## config.mk

```make
export PLATFORM = sky130hd
export DESIGN_NAME = nearest_pitch_slice_select
export DESIGN_NICKNAME = d
export VERILOG_FILES = /design/src/rtl/core/nps_pkg.sv /design/src/rtl/core/nearest_pitch_slice_select.sv
export SDC_FILE = /design/constraint.sdc
export NUM_CORES = 2
export LEC_CHECK = 0
export BUFFER_PORTS_ARGS = -buffer_cell sky130_fd_sc_hd__buf_2
export CAP_MARGIN = 5
export CORE_MARGIN = 3
export CORE_UTILIZATION = 50
export CTS_BUF_LIST = sky130_fd_sc_hd__clkbuf_8 sky130_fd_sc_hd__clkbuf_16
export DETAILED_ROUTE_END_ITERATION = 12
export MAX_ROUTING_LAYER = met4
export PLACE_DENSITY = 0.66
export RECOVER_POWER = 25
export SYNTH_ARGS = -nofsm -noshare
export SYNTH_HDL_FRONTEND = slang
export SYNTH_SLANG_ARGS = --single-unit
```

## constraint.sdc

```tcl
create_clock -name clk -period 7.1 [get_ports clk]
set_clock_uncertainty 0.15 [all_clocks]
set_input_delay 2.13 -clock clk [delete_from_list [all_inputs] [get_ports clk]]
set_output_delay 2.13 -clock clk [all_outputs]
set_load 0.01 [all_outputs]
```

## src/rtl/core/nps_pkg.sv

```systemverilog
// Package for the nearest pitch slice selector: transaction structs,
// operation codes, table size and the controller state type.
// No dependencies.
package nps_pkg;

  // Table geometry, fixed by the 6-bit entry index
  localparam int unsigned MAX_SLICES = 64;
  localparam int unsigned IDX_W      = 6;
  localparam int unsigned CNT_W      = 7;
  localparam int unsigned PITCH_W    = 32;
  localparam int unsigned RND_W      = 16;

  // Operation codes
  localparam logic OP_LOAD   = 1'b0;
  localparam logic OP_SELECT = 1'b1;

  typedef struct packed {
    logic                      operation;
    logic [IDX_W-1:0]          entry_index;
    logic signed [PITCH_W-1:0] entry_root_pitch;
    logic signed [PITCH_W-1:0] pitch;
    logic [RND_W-1:0]          random_value;
  } nps_in_t;

  typedef struct packed {
    logic             found;
    logic [IDX_W-1:0] slice_index;
  } nps_out_t;

  typedef enum logic [1:0] {
    ST_IDLE,
    ST_SCAN,
    ST_PICK
  } nps_state_t;

endpackage

```

## src/rtl/core/nearest_pitch_slice_select.sv

```systemverilog
// Nearest pitch slice selector: root pitch table in a one-port synchronous
// memory, scanned one entry per cycle to choose a slice for a pitch.
// Depends on nps_pkg.
//
//   channel | direction | handshake          | payload
//   --------+-----------+--------------------+---------------------------
//   cfg     | in        | cfg_wr_en          | cfg_wr_data (entry_count)
//   in      | in        | in_valid/in_stall  | nps_in_t
//   out     | out       | out_valid/out_stall| nps_out_t
//
// A load transaction leaves the block ready at once.
// A select scans up to N entries before the pick state, N being entry_count
// capped at MAX_SLICES: one table read per cycle from the single memory port,
// then the random pick, which waits while out_stall holds the last result.
// Reset (rst_n low, synchronous) clears the controller, the output valid and
// entry_count and holds in_stall high; the table memory is not cleared.
// A finished result waits in the output register under out_stall; the next
// transaction is taken meanwhile, and a second result waits in the pick cycle.
module nearest_pitch_slice_select (
  input  logic                             clk,
  input  logic                             rst_n,
  input  logic                             cfg_wr_en,
  input  logic [nps_pkg::CNT_W-1:0]        cfg_wr_data,
  input  logic                             in_valid,
  output logic                             in_stall,
  input  nps_pkg::nps_in_t                 in_item,
  output logic                             out_valid,
  input  logic                             out_stall,
  output nps_pkg::nps_out_t                out_item
);
  import nps_pkg::*;

  // Root pitch table
  logic signed [PITCH_W-1:0] mem [MAX_SLICES];
  logic signed [PITCH_W-1:0] rd_data_r;
  logic [IDX_W-1:0]          rd_addr;

  // Control and working registers
  nps_state_t                state_r, state_nxt;
  logic [CNT_W-1:0]          entry_count_r;
  logic [CNT_W-1:0]          cnt_r, cnt_nxt;
  logic [CNT_W-1:0]          idx_r, idx_nxt;
  logic [CNT_W-1:0]          start_r, start_nxt;
  logic [CNT_W-1:0]          end_r, end_nxt;
  logic signed [PITCH_W-1:0] cur_r, cur_nxt;
  logic signed [PITCH_W-1:0] pitch_r, pitch_nxt;
  logic [RND_W-1:0]          rnd_r, rnd_nxt;
  logic                      first_r, first_nxt;
  logic                      extend_r, extend_nxt;
  logic                      empty_r, empty_nxt;
  logic                      out_valid_r, out_valid_nxt;
  nps_out_t                  out_item_r, out_item_nxt;

  logic                      in_acc;
  logic                      load_acc;
  logic [CNT_W-1:0]          cnt_clamped;
  logic signed [PITCH_W:0]   below;
  logic signed [PITCH_W:0]   above;
  logic [CNT_W-1:0]          size;
  logic [RND_W+CNT_W-1:0]    prod;
  logic [CNT_W-1:0]          sel;

  assign in_stall  = !rst_n || (state_r != ST_IDLE);
  assign in_acc    = in_valid && !in_stall;
  assign load_acc  = in_acc && (in_item.operation == OP_LOAD);
  assign out_valid = out_valid_r;
  assign out_item  = out_item_r;

  // Counts above the table size read as the table size
  assign cnt_clamped = (entry_count_r > CNT_W'(MAX_SLICES)) ? CNT_W'(MAX_SLICES)
                                                             : entry_count_r;

  // Distances to the previous group and to the current entry, exact in 33 bits
  assign below = {pitch_r[PITCH_W-1], pitch_r} - {cur_r[PITCH_W-1], cur_r};
  assign above = {rd_data_r[PITCH_W-1], rd_data_r} - {pitch_r[PITCH_W-1], pitch_r};

  // Pick inside the group: start + (random * size) >> 16
  assign size = end_r - start_r;
  assign prod = (RND_W+CNT_W)'(rnd_r) * (RND_W+CNT_W)'(size);
  assign sel  = start_r + prod[RND_W +: CNT_W];

  // Table memory: write on load, read every cycle
  always_ff @(posedge clk) begin
    if (load_acc) begin
      mem[in_item.entry_index] <= in_item.entry_root_pitch;
    end
    rd_data_r <= mem[rd_addr];
  end

  // Configuration register
  always_ff @(posedge clk) begin
    if (!rst_n) begin
      entry_count_r <= '0;
    end else if (cfg_wr_en) begin
      entry_count_r <= cfg_wr_data;
    end
  end

  // Control registers
  always_ff @(posedge clk) begin
    if (!rst_n) begin
      state_r     <= ST_IDLE;
      out_valid_r <= 1'b0;
    end else begin
      state_r     <= state_nxt;
      out_valid_r <= out_valid_nxt;
    end
  end

  // Working and payload registers
  always_ff @(posedge clk) begin
    cnt_r      <= cnt_nxt;
    idx_r      <= idx_nxt;
    start_r    <= start_nxt;
    end_r      <= end_nxt;
    cur_r      <= cur_nxt;
    pitch_r    <= pitch_nxt;
    rnd_r      <= rnd_nxt;
    first_r    <= first_nxt;
    extend_r   <= extend_nxt;
    empty_r    <= empty_nxt;
    out_item_r <= out_item_nxt;
  end

  // Next state: scan the table in order, then pick
  always_comb begin
    state_nxt     = state_r;
    cnt_nxt       = cnt_r;
    idx_nxt       = idx_r;
    start_nxt     = start_r;
    end_nxt       = end_r;
    cur_nxt       = cur_r;
    pitch_nxt     = pitch_r;
    rnd_nxt       = rnd_r;
    first_nxt     = first_r;
    extend_nxt    = extend_r;
    empty_nxt     = empty_r;
    out_item_nxt  = out_item_r;
    out_valid_nxt = out_valid_r && out_stall;
    rd_addr       = '0;

    unique case (state_r)
      ST_IDLE: begin
        if (in_acc && (in_item.operation == OP_SELECT)) begin
          pitch_nxt  = in_item.pitch;
          rnd_nxt    = in_item.random_value;
          cnt_nxt    = cnt_clamped;
          idx_nxt    = '0;
          start_nxt  = '0;
          end_nxt    = '0;
          first_nxt  = 1'b1;
          extend_nxt = 1'b0;
          empty_nxt  = (cnt_clamped == '0);
          state_nxt  = (cnt_clamped == '0) ? ST_PICK : ST_SCAN;
        end
      end

      ST_SCAN: begin
        // rd_data_r holds entry idx_r; fetch the following one
        rd_addr = IDX_W'(idx_r + CNT_W'(1));
        idx_nxt = idx_r + CNT_W'(1);
        priority if (idx_r == cnt_r) begin
          end_nxt   = idx_r;
          state_nxt = ST_PICK;
        end else if (extend_r) begin
          // Extend the upper group while roots stay equal
          if (rd_data_r != cur_r) begin
            end_nxt   = idx_r;
            state_nxt = ST_PICK;
          end
        end else if (first_r) begin
          cur_nxt   = rd_data_r;
          first_nxt = 1'b0;
        end else if ((rd_data_r != cur_r) && (pitch_r <= rd_data_r)) begin
          // Straddling pair found; ties keep the lower group
          if (below > above) begin
            start_nxt  = idx_r;
            cur_nxt    = rd_data_r;
            extend_nxt = 1'b1;
          end else begin
            end_nxt   = idx_r;
            state_nxt = ST_PICK;
          end
        end else if (rd_data_r != cur_r) begin
          cur_nxt   = rd_data_r;
          start_nxt = idx_r;
        end
      end

      ST_PICK: begin
        // Wait for the output register to free up
        if (!out_valid_r || !out_stall) begin
          out_item_nxt.found       = !empty_r;
          out_item_nxt.slice_index = IDX_W'(sel);
          out_valid_nxt            = 1'b1;
          state_nxt                = ST_IDLE;
        end
      end

      default: begin
        state_nxt = ST_IDLE;
      end
    endcase
  end

endmodule

```

==> After elaboration in Yosys (flattened, before gate mapping) <==
Memory sizes are Yosys's and may differ from the RTL's. A register that Yosys moved wholly into a read port is not among the register bits.
Cells that the tools add are included.
{ "op_classes": {"mux": 46, "addsub": 5, "multipliers": 1, "n_reduce_logical": 26, "n_eq_ne": 16, "magnitude_cmp": 3, "bitwise_logic": 3} }
{ "ops": {"columns": ["op", "n"], "rows": [
  ["32-bit two-way mux", 4],
  ["7-bit two-way mux", 13],
  ["32-bit by 32-bit subtractor with 33-bit output", 2],
  ["7-bit case mux with 2 select lines", 3],
  ["33-bit > comparator", 1],
  ["32-bit <= comparator", 1],
  ["32-bit inequality test", 1],
  ["16-bit by 7-bit multiplier with 22-bit output", 1],
  ["2-bit two-way mux", 9],
  ["4-bit inequality test, second input constant", 4],
  ["1-bit two-way mux", 13],
  ["6-bit AND reduction", 2],
  ["2-bit inequality test, second input constant", 5],
  ["7-bit by 1-bit adder with 7-bit output, second input constant", 1],
  ["7-bit == test", 1],
  ["7-bit > comparator, second input constant", 1],
  ["7-bit logical NOT", 1],
  ["7-bit AND reduction", 1],
  ["7-bit subtractor", 1],
  ["6-bit adder", 1],
  ["6-bit two-way mux", 1],
  ["3-bit inequality test, second input constant", 2],
  ["2-bit case mux with 3 select lines", 1],
  ["2-bit AND reduction", 3],
  ["other kinds (14)", 27]
]} }
{ "word_totals": {"ram_bits": 2048, "out_inout_bits": 9, "inputBits": 99, "memories": 1, "register_bits": 128, "elab_cells": 116} }
{ "memory_table": {"columns": ["name", "depth", "width", "read_ports", "rd_ports_with_merged_regs", "wr", "line", "rtl"], "rows": [
  ["mem", 64, 32, 1, 1, 1, "nearest_pitch_slice_select.sv:34", "logic signed [PITCH_W-1:0] mem [MAX_SLICES];"]
]} }

==> Longest topological paths before layout <==
{ "depth": {"word_depth": 8, "depth_mapped": 38, "depth_no_buf": 37} }

==> Worst setup path before layout <==
No wires, ideal clock.
{ "synth_timing": {"path_kind": "register to register", "startpoint": "register end_r[0]", "endpoint": "register out_item_r, in the netlist out_item[5], data pin", "n_path_buf": 1, "synth_period_minus_slack_ns": 7.039, "setup_ns": 0.268, "slack_ns": 0.061, "path_stages_with_launch": 39, "arrival_time_ns": 6.621, "required_ns": 6.682, "path_cell_list": "edfxtp_1 > inv_1 > ha_1 > inv_1 > fa_1 > a21oi_1 > nor2_1 > nor2_1 > o21bai_1 > a21oi_1 > xnor2_1 > clkbuf_1 > and2_1 > fa_1 > inv_1 > fa_1 > inv_1 > fa_1 > [3 not listed] > ha_1 > a21oi_1 > nor2b_1 > o21ai_0 > nand2b_1 > nor3_1 > a21oi_1 > and2_1 > nor2_1 > xnor2_1 > ha_1 > a21o_1 > a21oi_1 > o21bai_1 > a21oi_1 > xnor2_1 > xnor2_1 > xnor2_1"} }
{ "synth_between": {"elab_chain_len": 3} }
{ "synth_lines": {"columns": ["item", "line", "rtl"], "rows": [
  ["start, declared", "nearest_pitch_slice_select.sv:44", "logic [CNT_W-1:0] end_r, end_nxt;"],
  ["start signal, assigned", "nearest_pitch_slice_select.sv:115", "end_r <= end_nxt;"],
  ["7-bit subtractor", "nearest_pitch_slice_select.sv:78", "assign size = end_r - start_r;"],
  ["16-bit by 7-bit multiplier with 22-bit output", "nearest_pitch_slice_select.sv:79", "assign prod = (RND_W+CNT_W)'(rnd_r) * (RND_W+CNT_W)'(size);"],
  ["6-bit adder", "nearest_pitch_slice_select.sv:80", "assign sel = start_r + prod[RND_W +: CNT_W];"],
  ["net sel[5]", "nearest_pitch_slice_select.sv:61", "logic [CNT_W-1:0] sel;"],
  ["end signal, assigned", "nearest_pitch_slice_select.sv:122", "out_item_r <= out_item_nxt;"],
  ["end, declared", "nearest_pitch_slice_select.sv:52", "nps_out_t out_item_r, out_item_nxt;"]
]} }
The timed path passes the listed nets, and every way through them passes these cells.
A chain may end at the register's enable or synchronous reset.

==> Final worst setup path <==
Ends and elaborated chain as after synthesis.

==> flow_summary.yaml <==
status:
  status: "finished with violations"
  violations: "max-capacitance violations, max-slew violations"
detailed_routing:
  first_pass_iters: 8
  first_iter_violations: 6243
  drt_wl_total_microns: 232000
  avgViaCountPerCell: 6.31
  vias: 49297
  ant_nets: 0
  wl_per_cell_microns: 29.7
  drc_errors: 0
timing:
  timing.final.crit_share: 0.992
  rsz0062_at_grt: "true"
  layout_min_cycle_time_ns: 7.04
  tightest_slew_ns: 3.58
  relSlewSlack: -1.39
  setup-tns-final_ns: 0
  final-setup-viol-count: 0
  fmax_ghz: 0.142
  slew_viol_final: 1554
  hold_viol: 0
cts:
  cts_buffers: 213
  cts.path.max_buffers: 3
  root_buffer: "clkbuf_16"
  htreeDepth: 4
  cts_tree: "done"
  ctsHoldBuffers: 0
  clk_pin_slew_ns: 0.06
  clkLatencyLatePin_ns: 0.85
  cts_sinks: 2208
die:
  fp.dieH_microns: 432
  placementRows: 155
  fp.dieArea_sq_mm: 0.187
  io-pin-count: 108
  core_sq_mm: 0.180
  fp.dieW_microns: 432
  start_util: 0.506
placed_design:
  hpwl_microns: 135000
  gp_congestion: 0.876
  place.port_buffers: 107
  dpl_cell_area_sq_mm: 0.0951
power:
  peakVddDrop_mv: 0.300
  power_mw: 29.0
  p_sw_mw: 6.75
  power_density_mw_per_mm2: 284
  clkPwrFrac: 0.391
  internal_power_mw: 22.3
  swShare: 0.232
  combPwrFrac: 0.110
  sequentialPowerShare: 0.499
  power_leakage_nw: 32.4
worst_setup_path:
  crit_path_end_kind: "register"
  timing_worst_setup_path_type: "register to register"
  start_kind: "register"
  max_stage_delay_ns: 0.57
  r2r-start: "end_r[0]"
  cp_data_arrival_time_ns: 7.43
  reg2reg_depth: 33
  r2r-end: "out_item[5]"
  cp_common_cell: "a21oi_2"
  slowest_stage: "fa_1"
  r2r_slack_ns: 0.06
  path_max_fanout: 7
  required_ns: 7.48
global_route:
  grt-ovfl-total: 0
  grt_max_degree: 136
  grt_pass1_vias: 49603
  grt_antenna_before_repair: 14
  track_usage: 0.257
  grt_pass1_wl_microns: 340000
synthesis:
  synth.avg_cell_area_sq_um: 18.0
  netlist.area_leader.share: 0.716
  synth.distinct_cells: 67
  syn_area_sq_mm: 0.0908
  synthTopCellsByArea: "edfxtp_1, mux4_2, o221ai_1"
  yosysWarnings: 0
  synth-async-reset-ratio: 0
  syn_inst: 5045
  ys_ff_latch: 2208
  synth_nets: 5362
  synth_common_cells: "edfxtp_1, mux4_2, o21ai_0"
  synthMostInstantiatedCell: "edfxtp_1"
  synth_top_area_cell: "edfxtp_1"
  synth_seq_area_share: 0.725
  synth_edf_count: 2166
  ys.flop_type: "edfxtp_1"
layout:
  fillerInstances: 13443
  nets: 5582
  multiInputGateArea_sq_mm: 0.0235
  ff_latch_area_sq_mm: 0.0659
  drive_gt1_frac: 0.197
  area_growth_pct: 12.6
  design_area_sq_mm: 0.102
hold_path:
  holdPathEnd: "state_r[0]"
  hp-start: "state_r[1]"
  worstHoldPathType: "register to register"
  whs_path_depth: 1
flow_run:
  maxCapViolations: 25
[cell usage in the layout, fill, tap and decap left out, types with 35 or more instances in the layout]
cell / Yosys / routed
clkinv_2: 0 / 41
fa_1: 71 / 69
nor2_1: 120 / 56
nor2_4: 2 / 66
xnor2_1: 88 / 83
o221ai_1: 257 / 257
inv_1: 198 / 237
mux4_2: 384 / 384
o21ai_0: 275 / 273
clkbuf_1: 201 / 35
a21o_1: 37 / 37
and2_1: 98 / 87
a21oi_1: 85 / 74
clkbuf_16: 0 / 213
buf_2: 43 / 95
a211oi_1: 44 / 43
o22ai_1: 257 / 257
dfxtp_1: 42 / 42
nand2_1: 146 / 145
clkinv_1: 0 / 49
edfxtp_1: 2166 / 2166
ha_1: 147 / 143
buf_4: 15 / 156
a31oi_1: 39 / 39
[state kept, by name (all words and copies together), names as in the netlist, 16 cells and up]
| name | flops |
|---|---|
| cur_r | 32 |
| mem | 2048 |
| pitch_r | 32 |
| rd_data_r | 32 |
| rnd_r | 16 |
[metal layers]
layer  vias to the layer above  wire length [microns]  global-route usage  share of wire
li1                      21049                      -                   -              -
met2                      2196                 111000               0.395           0.48
met1                     25703                  92200               0.354           0.40
met5                         -                      0                   -              0
met4                         0                   7390              0.0787          0.032
met3                       349                  21400              0.0486          0.092
[kinds of logic after synthesis]
| logic type | Yosys count | share of synthesized area |
|---|---|---|
| flip-flops | 2208 | 0.725 |
| AO/OA/AOI/OAI | 1098 | 0.0800 |
| AND/OR/NAND/NOR | 509 | 0.0275 |
| buffers and inverters | 501 | 0.0238 |
| multiplexers | 392 | 0.0961 |
| adder cells (fa/ha/maj) | 218 | 0.0359 |
| XOR/XNOR | 119 | 0.0116 |
[worst max-delay path: cells and delay by family (launching register included)]
family | cells | cell delay [ns]
AO/OA/AOI/OAI | 9 | 1.48
XOR/XNOR | 5 | 0.71
adder cells (fa/ha/maj) | 8 | 2.93
buffers and inverters | 7 | 0.56
flip-flops | 1 | 0.35
AND/OR/NAND/NOR | 4 | 0.56
[how the worst max path moves through the flow]
stage,startpoint,to,slack [ns],cells after the start
finish,end_r[0],out_item[5],0.06,33
global route,end_r[0],out_item[5],-0.34,37
CTS,end_r[0],out_item[5],0.001,36
detailed placement,end_r[0],out_item[5],-0.27,37
global placement,end_r[0],out_item[5],-0.20,35
floorplan,end_r[0],out_item[5],0.06,38
[power groups by stage]
stage          combinational [mW]  clock (mW)  sequential [mW]
2_1_floorplan                1.86           0             14.7
3_3_place_gp                 2.87           0             14.7
6_report                     3.18        11.4             14.5
4_1_cts                      3.05        11.5             14.5
3_5_place_dp                 2.93           0             14.7
5_1_grt                      3.59        12.0             14.5
[metrics by stage]
step / util / hold slack, ns / instances / setup WS [ns]
4_1_cts: 0.569 / 0.334 / 7800 / 0.00121
2_1_floorplan: - / 0.301 / 5045 / 0.0612
5_1_grt: 0.569 / 0.351 / 7808 / -0.344
3_5_place_dp: 0.530 / 0.332 / 7401 / -0.270
3_3_place_gp: 0.530 / 0.327 / 7401 / -0.200
6_report: 0.570 / 0.336 / 7810 / 0.0578
[final cells by class]
class / instances / area share
Antenna cell: 7 / 0.000171
Clock buffer: 215 / 0.0524
Clock inverter: 183 / 0.0165
Inverter: 202 / 0.00757
Multi-Input combinational cell: 2336 / 0.230
Sequential cell: 2208 / 0.644
Tap cell: 2355 / 0.0288
Timing Repair Buffer: 304 / 0.0208
[repair_timing]
action,in CTS,in global routing
pin swaps,22,25
endpoints found under the setup margin,1,3
gates resized for setup,17,22
buffers inserted,1,3
gates cloned,0,0
(Power assumes the default switching activity.)
